## config.mk

```make
export PLATFORM = sky130hd
export DESIGN_NAME = http_method_route_parser
export DESIGN_NICKNAME = d
export VERILOG_FILES = /design/src/rtl/hmrp_pkg.sv /design/src/rtl/http_method_route_parser.sv
export SDC_FILE = /design/constraint.sdc
export NUM_CORES = 1
export LEC_CHECK = 0
export ABC_AREA = 1
export BUFFER_PORTS_ARGS = -buffer_cell sky130_fd_sc_hd__buf_2
export CAP_MARGIN = 20
export CORE_ASPECT_RATIO = 0.75
export CORE_UTILIZATION = 64
export CTS_CLUSTER_SIZE = 28
export DETAILED_ROUTE_END_ITERATION = 8
export PLACE_DENSITY = 0.86
export SLEW_MARGIN = 20
export SYNTH_ARGS = -nofsm -noshare
export SYNTH_HDL_FRONTEND = slang
export SYNTH_SLANG_ARGS = --single-unit
```

## constraint.sdc

```tcl
create_clock -name clk -period 8.7 [get_ports clk]
set_input_delay 0 -clock clk [delete_from_list [all_inputs] [get_ports clk]]
set_output_delay 0 -clock clk [all_outputs]
set_load 0.01 [all_outputs]
```

## src/rtl/hmrp_pkg.sv

```systemverilog
// ----------------------------------------------------------------------------
// hmrp_pkg: HTTP method and route parser package
// Shared types, method codes, terminator marks and the method prefix match.
// ----------------------------------------------------------------------------
`timescale 1ns / 1ps

package hmrp_pkg;

  localparam int unsigned DATA_W  = 8;
  localparam int unsigned LEN_W   = 16;
  localparam int unsigned TAG_W   = 10;
  localparam int unsigned METH_W  = 3;
  localparam int unsigned START_W = 4;
  localparam int unsigned END_W   = 17;
  localparam int unsigned MARK_W  = 3;

  // Packed stream widths, rounded up to whole bytes.
  localparam int unsigned IN_TDATA_W  = 40;
  localparam int unsigned OUT_TDATA_W = 40;

  // Requests shorter than this are never matched against a method.
  localparam logic [LEN_W-1:0] MIN_LENGTH = LEN_W'(16);

  localparam logic [DATA_W-1:0] CHAR_SPACE = 8'h20;
  localparam logic [DATA_W-1:0] CHAR_NUL   = 8'h00;

  // First terminator seen among bytes 0..3: a space at 0..3, a NUL, or none.
  localparam logic [MARK_W-1:0] MARK_NUL  = 3'd4;
  localparam logic [MARK_W-1:0] MARK_NONE = 3'd7;

  typedef enum logic [METH_W-1:0] {
    METH_NONE    = 3'd0,
    METH_GET     = 3'd1,
    METH_POST    = 3'd2,
    METH_PUT     = 3'd3,
    METH_PATCH   = 3'd4,
    METH_DELETE  = 3'd5,
    METH_OPTIONS = 3'd6
  } method_t;

  // First four bytes of each method, byte 0 in the low bits.
  localparam logic [31:0] WORD_GET  = {8'h20, 8'h54, 8'h45, 8'h47}; // "GET "
  localparam logic [31:0] WORD_POST = {8'h54, 8'h53, 8'h4F, 8'h50}; // "POST"
  localparam logic [31:0] WORD_PUT  = {8'h20, 8'h54, 8'h55, 8'h50}; // "PUT "
  localparam logic [31:0] WORD_PATC = {8'h43, 8'h54, 8'h41, 8'h50}; // "PATC"
  localparam logic [31:0] WORD_DELE = {8'h45, 8'h4C, 8'h45, 8'h44}; // "DELE"
  localparam logic [31:0] WORD_OPTI = {8'h49, 8'h54, 8'h50, 8'h4F}; // "OPTI"

  typedef struct packed {
    method_t              meth;
    logic [START_W-1:0]   start;
  } match_t;

  typedef struct packed {
    logic [TAG_W-1:0]     tag;
    method_t              meth;
    logic [START_W-1:0]   start;
    logic [END_W-1:0]     span_end;
    logic                 found;
  } result_t;

  // Compares the four prefix bytes with the method words.
  function automatic match_t match_method(input logic [31:0] word);
    match_t m;
    m.meth  = METH_NONE;
    m.start = '0;
    unique case (word)
      WORD_GET:  begin m.meth = METH_GET;     m.start = START_W'(4); end
      WORD_POST: begin m.meth = METH_POST;    m.start = START_W'(5); end
      WORD_PUT:  begin m.meth = METH_PUT;     m.start = START_W'(4); end
      WORD_PATC: begin m.meth = METH_PATCH;   m.start = START_W'(6); end
      WORD_DELE: begin m.meth = METH_DELETE;  m.start = START_W'(7); end
      WORD_OPTI: begin m.meth = METH_OPTIONS; m.start = START_W'(8); end
      default:   begin m.meth = METH_NONE;    m.start = '0;          end
    endcase
    return m;
  endfunction

endpackage

```

## src/rtl/http_method_route_parser.sv

```systemverilog
// ----------------------------------------------------------------------------
// http_method_route_parser: HTTP method and route parser
// Parses an HTTP request one byte per item and reports method and route span.
// ----------------------------------------------------------------------------
`timescale 1ns / 1ps

// The block takes one request byte per item and accepts a new item in every
// cycle while in_tready is high; each result is registered into the output
// register, or into the skid register while the output is stalled.
// The per-request state (byte position, first three bytes, early terminator
// mark, method and route start) is updated in the same cycle, which is what
// lets bytes follow each other without gaps. The result side has an output
// register and one skid register: the input stays ready while a result waits,
// and only drops ready when both hold a result that the sink has not taken.
// Each request gives at most one result. For requests of at least 16 bytes the
// first four bytes are matched against GET, POST, PUT, PATCH, DELETE and
// OPTIONS on the byte at position 3; the search for the first space then runs
// from the route start, and the route end is that space's position minus one
// (which is -1 for a space at position 0 of an unmatched request). A NUL, the
// byte flagged by tlast, or the byte at position length-1 without a space
// ends the request with method 0 and route_found low. A first-byte flag in
// in_tuser always restarts parsing from a clean state at position 0.

module http_method_route_parser (
  input  logic                            clk,
  input  logic                            rst_n,
  input  logic                            in_tvalid,
  output logic                            in_tready,
  // data_byte [7:0], request_length [23:8], request_tag [33:24], zeros above
  input  logic [hmrp_pkg::IN_TDATA_W-1:0] in_tdata,
  // first_byte
  input  logic                            in_tuser,
  input  logic                            in_tlast,
  output logic                            out_tvalid,
  input  logic                            out_tready,
  // result_tag [9:0], method [12:10], span_start [16:13], span_end [33:17]
  output logic [hmrp_pkg::OUT_TDATA_W-1:0] out_tdata,
  // route_found
  output logic                            out_tuser
);

  import hmrp_pkg::*;

  // Input fields.
  logic [DATA_W-1:0] in_byte;
  logic [LEN_W-1:0]  in_len;
  logic [TAG_W-1:0]  in_tag;
  logic              in_acc;

  assign in_byte = in_tdata[7:0];
  assign in_len  = in_tdata[23:8];
  assign in_tag  = in_tdata[33:24];
  assign in_acc  = in_tvalid && in_tready;

  // Per-request state.
  logic [LEN_W-1:0]  pos_r,  pos_nxt;
  logic [23:0]       pre_r,  pre_nxt;
  logic [MARK_W-1:0] mark_r, mark_nxt;
  method_t           meth_r, meth_nxt;
  logic [START_W-1:0] rs_r,  rs_nxt;
  logic              sent_r, sent_nxt;

  // Result stage: output register plus one skid register.
  result_t           out_r,  skid_r;
  logic              out_valid_r, skid_valid_r;

  // Working values, with a first-byte flag applied as a clear.
  logic [LEN_W-1:0]   pos;
  logic [23:0]        pre;
  logic [MARK_W-1:0]  mark;
  method_t            meth;
  logic [START_W-1:0] rs;
  logic               sent;

  logic               in_range, is_sp, is_nul, term, at_end;
  logic [LEN_W:0]     pos_inc;
  logic [MARK_W-1:0]  mark_upd;
  match_t             mt;
  method_t            meth_upd;
  logic [START_W-1:0] rs_upd;
  logic               res_v;
  result_t            res;

  always_comb begin
    pos  = in_tuser ? '0        : pos_r;
    pre  = in_tuser ? '0        : pre_r;
    mark = in_tuser ? MARK_NONE : mark_r;
    meth = in_tuser ? METH_NONE : meth_r;
    rs   = in_tuser ? '0        : rs_r;
    sent = in_tuser ? 1'b0      : sent_r;

    is_sp    = (in_byte == CHAR_SPACE);
    is_nul   = (in_byte == CHAR_NUL);
    term     = is_sp || is_nul;
    in_range = (pos < in_len);
    pos_inc  = {1'b0, pos} + (LEN_W+1)'(1);
    at_end   = in_tlast || (pos_inc >= {1'b0, in_len});

    // Remember the first terminator among bytes 0..3.
    mark_upd = mark;
    if ((pos < LEN_W'(4)) && in_range && (mark == MARK_NONE) && term) begin
      mark_upd = is_nul ? MARK_NUL : pos[MARK_W-1:0];
    end

    // The method is decided on the byte at position 3.
    mt = match_method({in_byte, pre});
    meth_upd = meth;
    rs_upd   = rs;
    if (pos == LEN_W'(3)) begin
      if (in_len >= MIN_LENGTH) begin
        meth_upd = mt.meth;
        rs_upd   = mt.start;
      end else begin
        meth_upd = METH_NONE;
        rs_upd   = '0;
      end
    end

    res_v         = 1'b0;
    res.tag       = in_tag;
    res.meth      = METH_NONE;
    res.start     = rs_upd;
    res.span_end  = '0;
    res.found     = 1'b0;

    if (!sent) begin
      priority if ((pos >= LEN_W'(4)) && in_range &&
                   (pos >= LEN_W'(rs)) && term) begin
        // Space ends the route; a NUL ends the request without one.
        res_v         = 1'b1;
        res.found     = is_sp;
        res.meth      = is_sp ? meth : METH_NONE;
        res.span_end  = is_sp ? ({1'b0, pos} - END_W'(1)) : '0;
      end else if ((pos == LEN_W'(3)) && (meth_upd == METH_NONE) &&
                   (mark_upd != MARK_NONE)) begin
        // Unmatched prefix with a terminator already seen in bytes 0..3.
        res_v         = 1'b1;
        res.start     = '0;
        res.found     = !mark_upd[2];
        res.span_end  = mark_upd[2] ? '0 : (END_W'(mark_upd) - END_W'(1));
      end else if (at_end) begin
        res_v = 1'b1;
        if (pos < LEN_W'(3)) begin
          // Short request: method unsupported, an early space still counts.
          res.start     = '0;
          res.found     = !mark_upd[2];
          res.span_end  = mark_upd[2] ? '0 : (END_W'(mark_upd) - END_W'(1));
        end
      end else begin
        res_v = 1'b0;
      end
    end

    // Next state.
    pos_nxt  = (pos == '1) ? pos : pos_inc[LEN_W-1:0];
    pre_nxt  = pre;
    mark_nxt = mark;
    meth_nxt = meth;
    rs_nxt   = rs;
    sent_nxt = sent;
    if (!sent) begin
      if (pos < LEN_W'(3)) begin
        pre_nxt[pos[1:0]*8 +: 8] = in_byte;
      end
      mark_nxt = mark_upd;
      meth_nxt = meth_upd;
      rs_nxt   = rs_upd;
      sent_nxt = res_v;
    end
  end

  always_ff @(posedge clk) begin
    if (!rst_n) begin
      pos_r  <= '0;
      pre_r  <= '0;
      mark_r <= MARK_NONE;
      meth_r <= METH_NONE;
      rs_r   <= '0;
      sent_r <= 1'b0;
    end else if (in_acc) begin
      pos_r  <= pos_nxt;
      pre_r  <= pre_nxt;
      mark_r <= mark_nxt;
      meth_r <= meth_nxt;
      rs_r   <= rs_nxt;
      sent_r <= sent_nxt;
    end
  end

  // Result queue: the skid register only fills while the output is stalled.
  logic new_res;
  assign new_res   = in_acc && res_v;
  assign in_tready = !skid_valid_r;

  always_ff @(posedge clk) begin
    if (!rst_n) begin
      out_valid_r  <= 1'b0;
      skid_valid_r <= 1'b0;
    end else begin
      if (out_valid_r && out_tready) begin
        if (skid_valid_r) begin
          out_valid_r  <= 1'b1;
          skid_valid_r <= 1'b0;
        end else begin
          out_valid_r  <= new_res;
        end
      end else if (out_valid_r) begin
        if (new_res) begin
          skid_valid_r <= 1'b1;
        end
      end else begin
        out_valid_r <= new_res;
      end
    end
  end

  always_ff @(posedge clk) begin
    if (out_valid_r && out_tready) begin
      out_r <= skid_valid_r ? skid_r : res;
    end else if (!out_valid_r) begin
      out_r <= res;
    end
    if (out_valid_r && !out_tready && new_res) begin
      skid_r <= res;
    end
  end

  assign out_tvalid = out_valid_r;
  assign out_tdata  = {6'b0, out_r.span_end, out_r.start, out_r.meth, out_r.tag};
  assign out_tuser  = out_r.found;

  // The skid register never holds a result unless the output register does.
  a_skid_behind_out: assert property (@(posedge clk) disable iff (!rst_n)
    skid_valid_r |-> out_valid_r)
    else $error("skid register valid while output register empty");

  // A found route with a supported method always starts past the method.
  a_found_start: assert property (@(posedge clk) disable iff (!rst_n)
    (out_tvalid && out_r.found && (out_r.meth != METH_NONE)) |->
      (out_r.start >= START_W'(4)))
    else $error("matched route reported with a start inside the method");

  // A result without a route carries no method and no end offset.
  a_not_found: assert property (@(posedge clk) disable iff (!rst_n)
    (out_tvalid && !out_r.found) |->
      ((out_r.meth == METH_NONE) && (out_r.span_end == '0)))
    else $error("not-found result carries a method or route end");

  // Once a request has its result, later bytes of it give nothing.
  a_one_result: assert property (@(posedge clk) disable iff (!rst_n)
    (in_acc && sent_r && !in_tuser) |-> !res_v)
    else $error("second result produced for one request");

endmodule
```

# --- Word level (Yosys, flattened, before mapping) ---
# Cells that the tools add are included.
totals:
  register_bits: 123
  inputBits: 46
  out_inout_bits: 43
  word_cells: 107
classes:
  add_sub_neg: 4
  magnitude_cmp: 7
  eq_ne: 12
  shifts: 2
  muxes: 41
  bitwise_logic: 1
  reduce_logical: 22
op_table:
  columns: ["operator", "n"]
  rows:
  - ["$eq A32 B31 Y1 const B", 4]
  - ["$mux W35", 3]
  - ["$mux W24", 3]
  - ["$mux W22", 3]
  - ["$eq A32 B30 Y1 const B", 2]
  - ["$pmux W7 S6", 1]
  - ["$mux W17", 2]
  - ["$neg A5 Y34", 1]
  - ["$shift A8 B34 Y24 const A", 1]
  - ["$shiftx A8 B34 Y24", 1]
  - ["$mux W16", 2]
  - ["$mux W3", 10]
  - ["$mux W25", 1]
  - ["$bwmux W24", 1]
  - ["$mux W4", 5]
  - ["$mux W18", 1]
  - ["$add A16 B1 Y17 const B", 1]
  - ["$ge A17 B16 Y1", 1]
  - ["$sub A16 B1 Y17 const B", 1]
  - ["$eq A16 B16 Y1 const B", 1]
  - ["$eq A16 B2 Y1 const B", 1]
  - ["$ge A16 B3 Y1 const B", 1]
  - ["$ge A16 B4 Y1", 1]
  - ["$ge A16 B5 Y1 const B", 1]
  - ["other kinds (17)", 40]

# --- Longest topological paths before layout ---
depth:
  word_depth: 15
  depth_mapped: 30
  mapped_depth_nobuf: 26

# --- Least setup slack after synthesis ---
# Ideal clock, no wire load.
synth_timing:
  path_type: "register -> register"
  startpoint: "reg pos_r[1]"
  endpoint: "reg skid_r[0] (netlist bit), enable pin"
  setup_ns: 0.427
  arrival_time_ns: 4.230
  required_ns: 8.273
  setup_slack_ns: 4.043
  path_stages_with_launch: 24
  n_path_buf: 0
  period_less_slack_ns: 4.657
  cell_sequence: "dfxtp_1 > inv_1 > nor2_1 > ha_1 > nand3_1 > nor3_2 > nand3_1 > inv_2 > nand3_1 > xor2_1 > inv_1 > ha_1 > inv_1 > nor3_1 > nand2_1 > nand2_1 > nand2_1 > nand2_1 > nand2_1 > nand2_1 > nor2_1 > nand2_1 > nand2_1 > nor2_1"
synth_via:
  elab_chain_len: 13
  elab_cells_between_ends: 28
synth_lines:
  columns: ["element", "line_no", "rtl"]
  rows:
  - ["from (decl)", "http_method_route_parser.sv:56", "logic [LEN_W-1:0] pos_r, pos_nxt;"]
  - ["from (signal assigned)", "http_method_route_parser.sv:181", "pos_r <= pos_nxt;"]
  - ["$mux W16 (*)", "http_method_route_parser.sv:85", "pos = in_tuser ? '0 : pos_r;"]
  - ["branches (longest 8 deep; another with $add A16 B1 Y17)", null, null]
  - ["$mux W1 (*)", "http_method_route_parser.sv:127", "priority if ((pos >= LEN_W'(4)) && in_range &&"]
  - ["$mux W1 (*)", "http_method_route_parser.sv:126", "if (!sent) begin"]
  - ["$logic_and A1 B1 Y1 (*)", "http_method_route_parser.sv:192", "assign new_res = in_acc && res_v;"]
  - ["$logic_and A1 B1 Y1 (*)", "http_method_route_parser.sv:223", "if (out_valid_r && !out_tready && new_res) begin"]
  - ["to (signal assigned)", "http_method_route_parser.sv:224", "skid_r <= res;"]
  - ["to (decl)", "http_method_route_parser.sv:64", "result_t out_r, skid_r;"]
# Mark *: on every way between the ends.
# A chain may end at the register's enable or synchronous reset.

# --- Worst setup path after layout ---
layout_timing:
  startpoint: "in in_tuser"
  endpoint: "reg skid_r[9] (netlist bit), enable pin"
layout_via:
  elab_chain_len: 13
  elab_cells_between_ends: 42
layout_lines:
  columns: ["element", "line_no", "rtl"]
  rows:
  - ["from (decl)", "http_method_route_parser.sv:32", "input logic in_tuser,"]
  - ["branches (longest 10 deep; another with $add A16 B1 Y17)", null, null]
  - ["$mux W1 (*)", "http_method_route_parser.sv:126", null]
  - ["$logic_and A1 B1 Y1 (*)", "http_method_route_parser.sv:192", null]
  - ["$logic_and A1 B1 Y1 (*)", "http_method_route_parser.sv:223", null]
# Marks and branches as above.

==> reports/metrics.cfg <==
[synthesis]
synthXorXnorAreaFrac=0.0152
synth.yosys.warnings=0
yosys.cell_types.count=47
ys_async_sr_fraction=0
post_synth_fa_ha_maj_area_fraction=0.0590
synth_simple_gate_area_share=0.285
ys_seq_elements=123
synthesis.area_per_instance_um2=7.44
synth_sequential_area_ratio=0.392
netlist_instances=1084
synth_edf_count=70
postSynth.topFlopCell=sky130_fd_sc_hd__edfxtp_1
synth.cell_area_um2=8060
post_synth_mux_area_share=0.00419
combinational_family_with_the_most_area_after_synthesis=simple AND/OR/NAND/NOR gates
synth_compound_gate_area_share=0.141

[min_path]
worstHoldPathType=input port to flop
min_delay_worst_endpoint=pre_r[3]
worstHoldPathCells=3
startpoint_of_the_worst_hold_path=in_tdata[3]

[worst_setup_path]
crit_required_ns=8.74
critPathKind=input port to flop
crit_top_cell=sky130_fd_sc_hd__nand2_1
worst-r2r-setup-slack_ns=3.78
depth_of_the_worst_register_to_register_path=23
worstSetupEndpointType=flop
crit_path_top_delay_cell=sky130_fd_sc_hd__nor2_4
worstPathArrival_ns=5.04
rr_endpoint=skid_r[9]
worst_r2r_startpoint=pos_r[1]
delay_of_the_slowest_cell_on_the_worst_path_ns=0.80
critical_path.max_fanout=48
worst_setup_path_start_kind=input port

[placed_design]
dp.final_hpwl_um=15600
gpl.final_weighted_congestion=0.967
number_of_port_buffers=76

[power_and_ir_drop]
power.ir.vdd_worst_mv=0.151
pwr_per_cell_area_nw_per_um2=173
leakagePower_nw=4.57
total_power_mw=1.60

[detailed_routing]
route.antenna.remaining_nets=0
post-route-drc-count=0
totalWireLength_um=23000
drt_iter0_markers=1037
drt_pre_antenna_iters=6
route.detailed.vias_per_inst=5.88
dr_total_vias=7900
wl_per_cell_um=17.1

[clock_network]
clock_sinks=123
htreeDepth=4
post_cts_resize_count=0
clock_insertion_delay_worst_skew_ns=0.43
ctsRootBufferMaster=sky130_fd_sc_hd__clkbuf_16
max-clock-path-buffers=2
cts_tree=yes
numCtsBuffers=17
post_cts_clock_slew_at_the_launch_and_capture_registers_of_the_worst_setup_and_hold_paths_ns=0.06

[floorplanning]
die-height_um=99.2
die_span_x_um=132
ioPinCount=89
full_die_area_um2=13100
design.core.area_um2=12300
initial_core_util=0.657
num_rows=35

[global_routing]
grt_antenna_before_repair=0
grt_max_degree=69
global_route.usage.total=0.359
number_of_global_route_vias_before_repair=7436
grt_first_pass_wirelength_um=36600
global_route_overflow=0

[sta]
worst_pin_slew_ns=1.01
final-max-slew-violation-count=0
setup_viol=0
period_needed_ns=5.00
max_clock_freq_mhz=200
rsz_0062_raised_after_global_routing=no
min_period_over_period=0.575
setup_tns_ns=0
timing.clock.skew_ns=0.0111
relSlewSlack=0.323
fin_hold_viols=0

[cells_and_area]
num_antenna_cells=0
layout_commonest_cell=sky130_fd_sc_hd__nand2_1
most-common-layout-cells=sky130_fd_sc_hd__nand2_1, sky130_fd_sc_hd__nor2_1, sky130_fd_sc_hd__inv_1
nFillCells=923
area.growth.synth_to_final_pct=14.8
layout.nets=1249
final_layout_size_suffix_gt1_frac=0.148

[run_status]
result_of_the_run=completed

[job]
cap_viol_max_count=0

==> logic make-up after synthesis <==
kind of cell	Yosys count
AND/OR/NAND/NOR	516
buffers and inverters	202
AO/OA/AOI/OAI	187
flip-flops	123
adder cells (fa/ha/maj)	38
XOR/XNOR	14
multiplexers	3
other	1
==> state kept, by name, indices dropped and copies added (netlist names) <==
name / cells
mark_r: 3
meth_r: 3
out_tdata: 34
out_tuser: 1
out_tvalid: 1
pos_r: 16
pre_r: 24
rs_r: 4
sent_r: 1
skid_r: 35
skid_valid_r: 1
==> stage by stage <==
step / cells / cell area, um2 / setup WS, ns / hold WS (ns) / util
5_1_grt: 1344 / 9250 / 3.37 / 0.0343 / 0.754
2_1_floorplan: 1089 / 8080 / 4.04 / 0.0989 / -
3_3_place_gp: 1299 / 8510 / 3.75 / 0.192 / 0.694
3_5_place_dp: 1299 / 8510 / 3.66 / 0.195 / 0.694
4_1_cts: 1344 / 9250 / 3.92 / 0.0166 / 0.754
6_report: 1344 / 9250 / 3.70 / 0.00530 / 0.754
==> what timing repair did <==
item | 4_1_cts | 5_1_grt
setup buffers | 0 | 0
hold endpoints to repair | 23 | 0
hold buffers | 13 | 0
==> Yosys cell counts, drive strengths merged, types with 3 or more instances <==
cell type	count	share of area
buf	14	0.015
o21ai	58	0.036
nand3	56	0.036
nor4	4	0.0031
o211ai	3	0.0028
nand4	10	0.0096
dfxtp	53	0.13
inv	162	0.075
mux2	3	0.0042
edfxtp	70	0.26
nand3b	4	0.0037
a21oi	74	0.051
nand2	257	0.14
nor3	20	0.016
ha	38	0.059
xor2	14	0.015
nor2	162	0.078
a211oi	14	0.013
a21boi	4	0.0037
a221oi	17	0.018
clkbuf	24	0.011
a31oi	5	0.0039
o221ai	4	0.0043
==> power breakdown <==
group / switching (mW) / internal [mW]
logic: 0.142 / 0.0643
registers: 0.0154 / 0.646
clock network: 0.298 / 0.432
==> worst max path at each step <==
stage                     startpoint         end  slack, ns
after detailed placement    in_tuser  skid_r[17]       3.66
after global routing        in_tuser   skid_r[4]       3.37
after global placement      in_tuser  skid_r[14]       3.75
final                       in_tuser   skid_r[9]       3.70
after floorplan             pos_r[1]   skid_r[0]       4.04
after CTS                   in_tuser   skid_r[9]       3.92
==> worst max-delay path: cells and delay by family <==
family	cells	cell delay (ns)
AO/OA/AOI/OAI	1	0.14
XOR/XNOR	1	0.20
adder cells (fa/ha/maj)	2	0.57
buffers and inverters	7	1.34
AND/OR/NAND/NOR	15	2.74
==> area by class of cell <==
class	count	area, um2	area share
sequential	123	3160	0.342
clock inverter	15	181	0.0196
timing repair buffer	95	556	0.0601
inverter	164	616	0.0665
multi-input combinational	764	4100	0.443
tap	166	208	0.0225
clock buffer	17	425	0.0460
==> metal layers <==
metal | vias to the layer above | global-route usage | share of wire
li1 | 3715 | - | -
met1 | 3548 | 0.476 | 0.40
met2 | 562 | 0.562 | 0.44
met3 | 75 | 0.0912 | 0.12
met4 | 0 | 0.151 | 0.030
met5 | - | 0 | 0
Power figures use the tool's default switching activity.
